### src/rtl/core/bpc_pkg.sv
// Package for the barometric pressure compensation block.
// Register indexes, sequencer constants and the divider response type.
// No dependencies.
package bpc_pkg;

  localparam int unsigned CFG_AW = 5;

  localparam logic [2:0] REG_OSS     = 3'd0;
  localparam logic [2:0] REG_AC1_AC2 = 3'd1;
  localparam logic [2:0] REG_AC3_AC4 = 3'd2;
  localparam logic [2:0] REG_AC5_AC6 = 3'd3;
  localparam logic [2:0] REG_B1_B2   = 3'd4;
  localparam logic [2:0] REG_MC_MD   = 3'd5;

  localparam logic MODE_TEMP  = 1'b0;
  localparam logic MODE_PRESS = 1'b1;

  localparam logic [31:0] K_B6_OFS   = 32'd4000;
  localparam logic [31:0] K_C3038    = 32'd3038;
  localparam logic [31:0] K_CM7357   = 32'hFFFF_E343;
  localparam logic [31:0] K_C3791    = 32'd3791;
  localparam logic [31:0] K_C50000   = 32'd50000;
  localparam logic [31:0] K_C32768   = 32'd32768;

  typedef struct packed {
    logic        done;
    logic [31:0] quo;
  } bpc_div_rsp_t;

endpackage

### src/rtl/core/bpc_div.sv
// Serial restoring divider, unsigned 32/32, one quotient bit per cycle.
// Depends on bpc_pkg.
module bpc_div
  import bpc_pkg::*;
(
  input  logic         clk,
  input  logic         rst_n,
  input  logic         start,
  input  logic [31:0]  num,
  input  logic [31:0]  den,
  output bpc_div_rsp_t rsp
);

  logic [32:0] rem_r, rem_nxt;
  logic [31:0] q_r, q_nxt;
  logic [31:0] den_r, den_nxt;
  logic [4:0]  cnt_r, cnt_nxt;
  logic        busy_r, busy_nxt;
  logic        done_r, done_nxt;
  logic [32:0] sh;

  always_comb begin
    rem_nxt  = rem_r;
    q_nxt    = q_r;
    den_nxt  = den_r;
    cnt_nxt  = cnt_r;
    busy_nxt = busy_r;
    done_nxt = 1'b0;
    sh       = {rem_r[31:0], q_r[31]};
    if (start) begin
      rem_nxt  = '0;
      q_nxt    = num;
      den_nxt  = den;
      cnt_nxt  = '0;
      busy_nxt = 1'b1;
    end else if (busy_r) begin
      if (sh >= {1'b0, den_r}) begin
        rem_nxt = sh - {1'b0, den_r};
        q_nxt   = {q_r[30:0], 1'b1};
      end else begin
        rem_nxt = sh;
        q_nxt   = {q_r[30:0], 1'b0};
      end
      cnt_nxt = cnt_r + 5'd1;
      if (cnt_r == 5'd31) begin
        busy_nxt = 1'b0;
        done_nxt = 1'b1;
      end
    end
  end

  always_ff @(posedge clk) begin
    if (!rst_n) begin
      busy_r <= 1'b0;
      done_r <= 1'b0;
      cnt_r  <= '0;
    end else begin
      busy_r <= busy_nxt;
      done_r <= done_nxt;
      cnt_r  <= cnt_nxt;
    end
    rem_r <= rem_nxt;
    q_r   <= q_nxt;
    den_r <= den_nxt;
  end

  assign rsp.done = done_r;
  assign rsp.quo  = q_r;

endmodule

### src/rtl/core/barometric_pressure_compensation.sv
// Top level of the barometric pressure compensation block.
// Depends on bpc_pkg and bpc_div.
//
// Input stream: in_tuser[0] = mode (0 temperature, 1 pressure),
// in_tdata[23:0] = raw reading. Result stream: out_tdata = signed value
// (0.1 degree or pascals), out_tuser[0] = kind, out_tuser[1] = status
// (divide by zero, value forced to 0).
// Calibration and oversampling sit on the APB port at byte address 4*index;
// write them only while the block is idle.
// One item is worked at a time by a small sequencer around one shared
// 32x32 multiplier and a one-bit-per-cycle divider. A zero divisor skips
// the divider, for temperature and for pressure. in_tready is high only
// while the sequencer is idle and returns in the same cycle in which the
// result is loaded into the output register.
// A finished result is held in the output register; if the receiver stalls,
// the sequencer waits with the next result until the register is free.
// Reset clears the calibration registers, the kept B5 term and all control.
module barometric_pressure_compensation
  import bpc_pkg::*;
(
  input  logic              clk,
  input  logic              rst_n,
  input  logic              in_tvalid,
  output logic              in_tready,
  input  logic [23:0]       in_tdata,   // [23:0] raw_reading
  input  logic [0:0]        in_tuser,   // [0] mode
  output logic              out_tvalid,
  input  logic              out_tready,
  output logic [31:0]       out_tdata,  // [31:0] result_value
  output logic [1:0]        out_tuser,  // [0] result_kind, [1] status
  input  logic              cfg_psel,
  input  logic              cfg_penable,
  input  logic              cfg_pwrite,
  input  logic [CFG_AW-1:0] cfg_paddr,
  input  logic [31:0]       cfg_pwdata,
  output logic [31:0]       cfg_prdata,
  output logic              cfg_pready
);

  localparam logic [4:0] ST_IDLE = 5'd0;
  localparam logic [4:0] ST_T0   = 5'd1;
  localparam logic [4:0] ST_T1   = 5'd2;
  localparam logic [4:0] ST_TDIV = 5'd3;
  localparam logic [4:0] ST_P0   = 5'd4;
  localparam logic [4:0] ST_P1   = 5'd5;
  localparam logic [4:0] ST_P2   = 5'd6;
  localparam logic [4:0] ST_P3   = 5'd7;
  localparam logic [4:0] ST_P4   = 5'd8;
  localparam logic [4:0] ST_P5   = 5'd9;
  localparam logic [4:0] ST_P6   = 5'd10;
  localparam logic [4:0] ST_P7   = 5'd11;
  localparam logic [4:0] ST_P8   = 5'd12;
  localparam logic [4:0] ST_P9   = 5'd13;
  localparam logic [4:0] ST_PDIV = 5'd14;
  localparam logic [4:0] ST_P11  = 5'd15;
  localparam logic [4:0] ST_P12  = 5'd16;
  localparam logic [4:0] ST_P13  = 5'd17;
  localparam logic [4:0] ST_P14  = 5'd18;
  localparam logic [4:0] ST_P15  = 5'd19;
  localparam logic [4:0] ST_OUT  = 5'd20;

  // configuration
  logic [1:0]  oss_r;
  logic [31:0] ac12_r, ac34_r, ac56_r, b12_r, mcmd_r;
  logic        cfg_wr;
  logic [2:0]  cfg_idx;

  assign cfg_pready = 1'b1;
  assign cfg_idx    = cfg_paddr[4:2];
  assign cfg_wr     = cfg_psel && cfg_penable && cfg_pwrite;

  always_ff @(posedge clk) begin
    if (!rst_n) begin
      oss_r  <= '0;
      ac12_r <= '0;
      ac34_r <= '0;
      ac56_r <= '0;
      b12_r  <= '0;
      mcmd_r <= '0;
    end else if (cfg_wr) begin
      case (cfg_idx)
        REG_OSS:     oss_r  <= cfg_pwdata[1:0];
        REG_AC1_AC2: ac12_r <= cfg_pwdata;
        REG_AC3_AC4: ac34_r <= cfg_pwdata;
        REG_AC5_AC6: ac56_r <= cfg_pwdata;
        REG_B1_B2:   b12_r  <= cfg_pwdata;
        REG_MC_MD:   mcmd_r <= cfg_pwdata;
        default: ;
      endcase
    end
  end

  always_comb begin
    case (cfg_idx)
      REG_OSS:     cfg_prdata = {30'd0, oss_r};
      REG_AC1_AC2: cfg_prdata = ac12_r;
      REG_AC3_AC4: cfg_prdata = ac34_r;
      REG_AC5_AC6: cfg_prdata = ac56_r;
      REG_B1_B2:   cfg_prdata = b12_r;
      REG_MC_MD:   cfg_prdata = mcmd_r;
      default:     cfg_prdata = '0;
    endcase
  end

  // calibration words, extended to 32 bits
  logic [31:0] ac1, ac2, ac3, ac4, ac5, ac6, b1, b2, mc, md;
  assign ac1 = {{16{ac12_r[31]}}, ac12_r[31:16]};
  assign ac2 = {{16{ac12_r[15]}}, ac12_r[15:0]};
  assign ac3 = {{16{ac34_r[31]}}, ac34_r[31:16]};
  assign ac4 = {16'd0, ac34_r[15:0]};
  assign ac5 = {16'd0, ac56_r[31:16]};
  assign ac6 = {16'd0, ac56_r[15:0]};
  assign b1  = {{16{b12_r[31]}}, b12_r[31:16]};
  assign b2  = {{16{b12_r[15]}}, b12_r[15:0]};
  assign mc  = {{16{mcmd_r[31]}}, mcmd_r[31:16]};
  assign md  = {{16{mcmd_r[15]}}, mcmd_r[15:0]};

  // datapath state
  logic [4:0]  state_r, state_nxt;
  logic [23:0] raw_r, raw_nxt;
  logic        kind_r, kind_nxt;
  logic [31:0] b5_r, b5_nxt;
  logic [31:0] t1_r, t1_nxt;
  logic [31:0] b6_r, b6_nxt;
  logic [31:0] sq_r, sq_nxt;
  logic [31:0] b3_r, b3_nxt;
  logic [31:0] b4_r, b4_nxt;
  logic [31:0] b7_r, b7_nxt;
  logic        flag_r, flag_nxt;   // quotient negate (temp) or shift (press)
  logic [31:0] res_r, res_nxt;
  logic        st_r, st_nxt;
  logic        ovalid_r, ovalid_nxt;
  logic [31:0] odata_r, odata_nxt;
  logic [1:0]  ouser_r, ouser_nxt;

  logic [31:0] mul_a, mul_b, prod;
  logic        div_start;
  logic [31:0] div_num, div_den;
  bpc_div_rsp_t div_rsp;

  logic [31:0] up, den_t, num_t, abs_num, abs_den, qs, tmp, b5v;

  assign prod = mul_a * mul_b;
  assign up   = {8'd0, raw_r} >> (4'd8 - {2'd0, oss_r});
  assign den_t = t1_r + md;
  assign num_t = {mc[20:0], 11'd0};
  assign abs_num = num_t[31] ? (32'd0 - num_t) : num_t;
  assign abs_den = den_t[31] ? (32'd0 - den_t) : den_t;

  bpc_div u_div (
    .clk   (clk),
    .rst_n (rst_n),
    .start (div_start),
    .num   (div_num),
    .den   (div_den),
    .rsp   (div_rsp)
  );

  always_comb begin
    state_nxt  = state_r;
    raw_nxt    = raw_r;
    kind_nxt   = kind_r;
    b5_nxt     = b5_r;
    t1_nxt     = t1_r;
    b6_nxt     = b6_r;
    sq_nxt     = sq_r;
    b3_nxt     = b3_r;
    b4_nxt     = b4_r;
    b7_nxt     = b7_r;
    flag_nxt   = flag_r;
    res_nxt    = res_r;
    st_nxt     = st_r;
    ovalid_nxt = ovalid_r;
    odata_nxt  = odata_r;
    ouser_nxt  = ouser_r;
    mul_a      = '0;
    mul_b      = '0;
    div_start  = 1'b0;
    div_num    = '0;
    div_den    = '0;
    qs         = '0;
    tmp        = '0;
    b5v        = '0;

    if (ovalid_r && out_tready) ovalid_nxt = 1'b0;

    case (state_r)
      ST_IDLE: begin
        if (in_tvalid) begin
          raw_nxt   = in_tdata;
          kind_nxt  = in_tuser[0];
          state_nxt = (in_tuser[0] == MODE_TEMP) ? ST_T0 : ST_P0;
        end
      end
      ST_T0: begin
        mul_a     = {16'd0, raw_r[15:0]} - ac6;
        mul_b     = ac5;
        t1_nxt    = $signed(prod) >>> 15;
        state_nxt = ST_T1;
      end
      ST_T1: begin
        if (den_t == 32'd0) begin
          res_nxt   = '0;
          st_nxt    = 1'b1;
          state_nxt = ST_OUT;
        end else begin
          div_start = 1'b1;
          div_num   = abs_num;
          div_den   = abs_den;
          flag_nxt  = num_t[31] ^ den_t[31];
          state_nxt = ST_TDIV;
        end
      end
      ST_TDIV: begin
        if (div_rsp.done) begin
          qs        = flag_r ? (32'd0 - div_rsp.quo) : div_rsp.quo;
          b5v       = t1_r + qs;
          b5_nxt    = b5v;
          res_nxt   = $signed(b5v + 32'd8) >>> 4;
          st_nxt    = 1'b0;
          state_nxt = ST_OUT;
        end
      end
      ST_P0: begin
        b6_nxt    = b5_r - K_B6_OFS;
        state_nxt = ST_P1;
      end
      ST_P1: begin
        mul_a     = b6_r;
        mul_b     = b6_r;
        sq_nxt    = $signed(prod) >>> 12;
        state_nxt = ST_P2;
      end
      ST_P2: begin
        mul_a     = b2;
        mul_b     = sq_r;
        t1_nxt    = $signed(prod) >>> 11;
        state_nxt = ST_P3;
      end
      ST_P3: begin
        mul_a     = ac2;
        mul_b     = b6_r;
        tmp       = $signed(prod) >>> 11;
        t1_nxt    = t1_r + tmp;
        state_nxt = ST_P4;
      end
      ST_P4: begin
        tmp       = (({ac1[29:0], 2'd0} + t1_r) << oss_r) + 32'd2;
        b3_nxt    = $signed(tmp) >>> 2;
        state_nxt = ST_P5;
      end
      ST_P5: begin
        mul_a     = ac3;
        mul_b     = b6_r;
        t1_nxt    = $signed(prod) >>> 13;
        state_nxt = ST_P6;
      end
      ST_P6: begin
        mul_a     = b1;
        mul_b     = sq_r;
        tmp       = $signed(prod) >>> 16;
        tmp       = t1_r + tmp + 32'd2;
        t1_nxt    = $signed(tmp) >>> 2;
        state_nxt = ST_P7;
      end
      ST_P7: begin
        mul_a     = ac4;
        mul_b     = t1_r + K_C32768;
        b4_nxt    = prod >> 15;
        state_nxt = ST_P8;
      end
      ST_P8: begin
        mul_a     = up - b3_r;
        mul_b     = K_C50000 >> oss_r;
        b7_nxt    = prod;
        state_nxt = ST_P9;
      end
      ST_P9: begin
        if (b4_r == 32'd0) begin
          res_nxt   = '0;
          st_nxt    = 1'b1;
          state_nxt = ST_OUT;
        end else begin
          div_start = 1'b1;
          div_num   = b7_r[31] ? b7_r : {b7_r[30:0], 1'b0};
          div_den   = b4_r;
          flag_nxt  = b7_r[31];
          state_nxt = ST_PDIV;
        end
      end
      ST_PDIV: begin
        if (div_rsp.done) begin
          // b7 now holds p
          b7_nxt    = flag_r ? {div_rsp.quo[30:0], 1'b0} : div_rsp.quo;
          state_nxt = ST_P11;
        end
      end
      ST_P11: begin
        t1_nxt    = $signed(b7_r) >>> 8;
        state_nxt = ST_P12;
      end
      ST_P12: begin
        mul_a     = t1_r;
        mul_b     = t1_r;
        t1_nxt    = prod;
        state_nxt = ST_P13;
      end
      ST_P13: begin
        mul_a     = t1_r;
        mul_b     = K_C3038;
        t1_nxt    = $signed(prod) >>> 16;
        state_nxt = ST_P14;
      end
      ST_P14: begin
        mul_a     = K_CM7357;
        mul_b     = b7_r;
        sq_nxt    = $signed(prod) >>> 16;
        state_nxt = ST_P15;
      end
      ST_P15: begin
        tmp       = t1_r + sq_r + K_C3791;
        tmp       = $signed(tmp) >>> 4;
        res_nxt   = b7_r + tmp;
        st_nxt    = 1'b0;
        state_nxt = ST_OUT;
      end
      ST_OUT: begin
        if (!ovalid_r || out_tready) begin
          ovalid_nxt = 1'b1;
          odata_nxt  = res_r;
          ouser_nxt  = {st_r, kind_r};
          state_nxt  = ST_IDLE;
        end
      end
      default: state_nxt = ST_IDLE;
    endcase
  end

  always_ff @(posedge clk) begin
    if (!rst_n) begin
      state_r  <= ST_IDLE;
      ovalid_r <= 1'b0;
      b5_r     <= '0;
    end else begin
      state_r  <= state_nxt;
      ovalid_r <= ovalid_nxt;
      b5_r     <= b5_nxt;
    end
    raw_r   <= raw_nxt;
    kind_r  <= kind_nxt;
    t1_r    <= t1_nxt;
    b6_r    <= b6_nxt;
    sq_r    <= sq_nxt;
    b3_r    <= b3_nxt;
    b4_r    <= b4_nxt;
    b7_r    <= b7_nxt;
    flag_r  <= flag_nxt;
    res_r   <= res_nxt;
    st_r    <= st_nxt;
    odata_r <= odata_nxt;
    ouser_r <= ouser_nxt;
  end

  assign in_tready  = (state_r == ST_IDLE);
  assign out_tvalid = ovalid_r;
  assign out_tdata  = odata_r;
  assign out_tuser  = ouser_r;

  // one transaction in flight: no accept right after an accept
  a_busy_after_accept: assert property (@(posedge clk) disable iff (!rst_n)
    in_tvalid && in_tready |=> !in_tready)
    else $error("input accepted while busy");

  a_div_done_in_wait: assert property (@(posedge clk) disable iff (!rst_n)
    div_rsp.done |-> (state_r == ST_TDIV) || (state_r == ST_PDIV))
    else $error("divider finished outside a wait state");

  a_out_from_seq: assert property (@(posedge clk) disable iff (!rst_n)
    $rose(ovalid_r) |-> $past(state_r == ST_OUT))
    else $error("result raised outside output state");

  a_divzero_value: assert property (@(posedge clk) disable iff (!rst_n)
    ovalid_r && ouser_r[1] |-> odata_r == 32'd0)
    else $error("divide by zero result not zero");

endmodule
### config.mk
export PLATFORM = sky130hd
export DESIGN_NAME = barometric_pressure_compensation
export DESIGN_NICKNAME = d
export VERILOG_FILES = /design/src/rtl/core/bpc_pkg.sv /design/src/rtl/core/bpc_div.sv /design/src/rtl/core/barometric_pressure_compensation.sv
export SDC_FILE = /design/constraint.sdc
export NUM_CORES = 2
export LEC_CHECK = 0
export ABC_AREA = 1
export ABC_CLOCK_PERIOD_IN_PS = 13400
export BUFFER_PORTS_ARGS = -buffer_cell sky130_fd_sc_hd__clkbuf_2
export CAP_MARGIN = 0
export CORE_ASPECT_RATIO = 1.5
export CORE_MARGIN = 1.5
export CORE_UTILIZATION = 59
export DETAILED_ROUTE_END_ITERATION = 7
export PLACE_DENSITY = 0.77
export SETUP_SLACK_MARGIN = 0.3
export SLEW_MARGIN = 15
export SYNTH_ARGS = -nofsm -noshare
export SYNTH_HDL_FRONTEND = slang
export SYNTH_HIERARCHICAL = 1
export SYNTH_SLANG_ARGS = --single-unit
### constraint.sdc
create_clock -name clk -period 13.4 [get_ports clk]
set_input_delay 1.34 -clock clk [delete_from_list [all_inputs] [get_ports clk]]
set_output_delay 1.34 -clock clk [all_outputs]
set_load 0.05 [all_outputs]
==> impl_summary.log <==
[metrics] Pre-Repair DR Iteration Count: 8
[metrics] Floorplan Core Area: 107000 sq um
[metrics] Worst Hold Launch: res_r[25]
[metrics] delay of the slowest cell on the worst path: 1.01 ns
[metrics] multi-input combinational cell area: 41900 sq um
[metrics] number of maximum-capacitance constraint violations: 0
[metrics] maximum ir drop on the vdd rail: 0.000247 V
[metrics] First DRT Iteration DRCs: 8111
[metrics] TritonCTS clock tree: built
[metrics] total of buffers placed on input and output ports: 134
[metrics] detail-routed net length per standard cell: 25.1 microns
[metrics] DR vias/cell: 6.08
[metrics] FF-to-FF Start: state_r[4]
[metrics] proportion of synthesized flip-flops having asynchronous set or reset: 0%
[metrics] final routed DRC violation total: 5
[metrics] part of the Yosys area used for sequential elements: 22.7%
[metrics] met1 capacity usage during global routing: 52.9%
[metrics] class of the most critical setup path: reg2reg
[metrics] floorplan die width: 271 microns
[metrics] power share of the sequential group: 19.2%
[metrics] detailed-route wire length: 268 mm
[metrics] flop and latch count out of synthesis: 559
[metrics] wire length of the first global-routing pass: 389 mm
[metrics] clock-pin transition on the worst setup and hold timing paths: 0.06 ns
[metrics] count of pins over their slew limit: 0
[metrics] post-route antenna net violation count: 0
[metrics] run status: finished, violations left
[metrics] Cell Area, Synth: 63400 sq um
[metrics] largest driver fanout on the critical path: 21
[metrics] Netlist cell types: 72
[metrics] main flop type after synthesis: sky130_fd_sc_hd__edfxtp_1
[metrics] data arrival at the endpoint of the critical path: 13.13 ns
[metrics] sinks on the clock net: 559
[metrics] Post-synth EDFFs: 320
[metrics] Slowest-stage cell, CP: sky130_fd_sc_hd__a221oi_1
[metrics] die height: 404 microns
[metrics] largest net degree at the start of global routing: 108
[metrics] P per Cell Area: 190 nW/um^2
[metrics] vias post-DR: 65000
[metrics] count of standard-cell rows: 147
[metrics] Worst slew margin: 15.3%
[metrics] nature of the critical path startpoint: flip-flop
[metrics] Worst setup EP type: flip-flop
[metrics] violated checks: design-rule violations
[metrics] Internal: 5.79 mW
[metrics] clock network latency to the later pin of the worst-skew pair: 0.70 ns
[metrics] post-synth top area cell: sky130_fd_sc_hd__edfxtp_1
[metrics] Finish-stage setup viols: 0
[metrics] HPWL after detailed placement: 215 mm
[metrics] part of the power in combinational logic: 67.3%
[metrics] Critical Path RT: 13.73 ns
[metrics] worst setup path startpoint: state_r[4]
[metrics] fill cell count: 9739
[metrics] maximum clock frequency: 78.2 MHz
[metrics] worst clock skew: 0.0500 ns
[metrics] shortest clock period the worst path allows after layout: 12.79 ns
[metrics] area enclosed by the die boundary: 109000 sq um
[metrics] Tightest Hold Check Type: reg2reg
[metrics] Syn Area/Cell: 6.99 sq um
[metrics] # IOs: 138
[metrics] net switching fraction of the power: 55.8%
[metrics] leading cell types by total area after synthesis: sky130_fd_sc_hd__edfxtp_1, sky130_fd_sc_hd__nand2_1, sky130_fd_sc_hd__fa_1
[metrics] Clk network pwr share: 13.5%
[metrics] Clock Path Buffers: 3
[metrics] crit share post-route: 95.5%
[metrics] initial antenna violation count: 22
[metrics] number of hold buffers added after cts: 0
[metrics] final weighted congestion of routability-driven global placement: 1.10
[metrics] Cell Area, Placed: 66300 sq um
[metrics] number of buffers inserted during clock tree synthesis: 59
[metrics] number of cells produced by synthesis: 9075
[metrics] total of warnings raised by yosys: 6
[metrics] combined global-route utilization of all metal layers: 48.1%
[metrics] CTS root buf: sky130_fd_sc_hd__clkbuf_16
[metrics] Layout area overhead: 8.52%
[metrics] Hold Fails Final Rpt: 0
[metrics] top cell type's share of synthesized area: 15.2%
[metrics] Remaining Overflow, GRT: 0
[metrics] transition time at the pin with the least slew margin: 1.26 ns
[metrics] met3 layer usage reported by global route: 10.5%
[metrics] GR Layer Usage met2: 76.0%
[metrics] fraction of layout cells with a size suffix above 1: 6.97%
[metrics] Design Area, Final: 68800 sq um
[metrics] Sequential Area: 14400 sq um
[metrics] RSZ-0062 raised after global routing: false
[metrics] effective utilization at floorplan: 59.3%
[metrics] grt peak-use layer: met2
[metrics] switching power of the nets: 7.30 mW
[metrics] Setup Total Neg Slack: 0 ns
[metrics] dominant cell type by count on the critical path: sky130_fd_sc_hd__fa_1
[metrics] share of the core filled with cells: 64.4%
[metrics] number of global-route vias before repair: 62300
[metrics] Leakage Power: 35.5 nW
[metrics] net count reported at finish: 10200
[metrics] depth of the CTS H-tree: 2
-- cells in the mapped netlist (all sizes together), types with 32 or more instances --
cell type,n
o21bai,32
o21ai,637
ha,468
inv,1662
o211ai,33
xor2,216
nor3,88
o22ai,52
buf,72
nor2,871
nand3b,45
clkbuf,210
nand2,2300
dfxtp,239
xnor2,75
or2,43
edfxtp,320
a21oi,449
nand4,104
nand3,428
fa,426
-- what timing repair did --
action                                 4_1_cts  5_1_grt
setup endpoints to repair                    1       21
buffers inserted                             1       11
endpoints found under the hold margin        0        0
pin swaps                                    1        9
cloned                                       0        1
gates resized for setup                      0       80
-- cell families (layout without fill, tap and decap cells) --
| logic type | count (synthesis) | count (layout) | synth area share [%] |
|---|---|---|---|
| compound gates | 1444 | 1444 | 12.9 |
| xor+xnor | 291 | 291 | 4.02 |
| fa+ha+maj | 894 | 894 | 22.7 |
| buf+inv | 1954 | 2138 | 11.8 |
| flops | 559 | 559 | 22.7 |
| mux | 6 | 6 | 0.0947 |
| other cells | 2 | 17 | 0.0118 |
| simple gates | 3925 | 3925 | 25.7 |
-- per-layer routing --
metal / vias up / share of wire, %
li1: 29200 / -
met5: - / 0.036
met3: 1355 / 11
met4: 14 / 12
met2: 4194 / 44
met1: 30200 / 33
-- power by group through the flow --
stage	combinational, mW	clock [mW]	sequential (mW)
2_1_floorplan	5.53	0	2.39
3_3_place_gp	8.21	0	2.52
3_5_place_dp	8.32	0	2.52
4_1_cts	8.38	1.76	2.49
5_1_grt	9.46	1.81	2.51
6_report	8.81	1.76	2.52
-- path summary, 6_finish.rpt --
check                                endpoint  slack [ns]  cells past startpoint
worst max-delay path                 t1_r[21]        0.61                     41
worst min-delay path            out_tdata[25]        0.42                      0
worst max register to register       t1_r[21]        0.61                     41
worst min register to register  out_tdata[25]        0.42                      0
-- through the flow --
stage | power (mW) | setup slack, ns | std cells | hold WS (ns)
5_1_grt | 13.8 | 0.251 | 10700 | 0.423
2_1_floorplan | 7.93 | 0.311 | 9078 | 0.400
4_1_cts | 12.6 | 0.330 | 10700 | 0.419
3_5_place_dp | 10.8 | 0.320 | 10500 | 0.405
6_report | 13.1 | 0.607 | 10700 | 0.420
3_3_place_gp | 10.7 | 0.462 | 10500 | 0.401
-- cell type report --
class                   instances  area share, %
multi-input cells            6565           60.8
clock inverters                38          0.556
flip-flops and latches        559           20.9
inverters                    1672           9.13
clock buffers                  74           2.42
well taps                    1415           2.57
repair buffers                354           3.52
diodes                         12         0.0436
-- cells in the final DEF (no fill, tap or decap), types with 238 or more instances in the layout --
| cell | n |
|---|---|
| sky130_fd_sc_hd__inv_1 | 1637 |
| sky130_fd_sc_hd__edfxtp_1 | 320 |
| sky130_fd_sc_hd__nand3_1 | 409 |
| sky130_fd_sc_hd__nor2_1 | 840 |
| sky130_fd_sc_hd__fa_1 | 422 |
| sky130_fd_sc_hd__a21oi_1 | 438 |
| sky130_fd_sc_hd__dfxtp_1 | 238 |
| sky130_fd_sc_hd__ha_1 | 463 |
| sky130_fd_sc_hd__nand2_1 | 2279 |
| sky130_fd_sc_hd__o21ai_0 | 597 |
-- worst max-delay path, delay by kind of cell, from the launching register on --
kind            cells  cell delay (ns)
compound gates      9             2.13
fa+ha+maj          11             5.33
buf+inv             8             1.34
flops               1             0.59
simple gates       13             2.99
(Power assumes the default switching activity.)
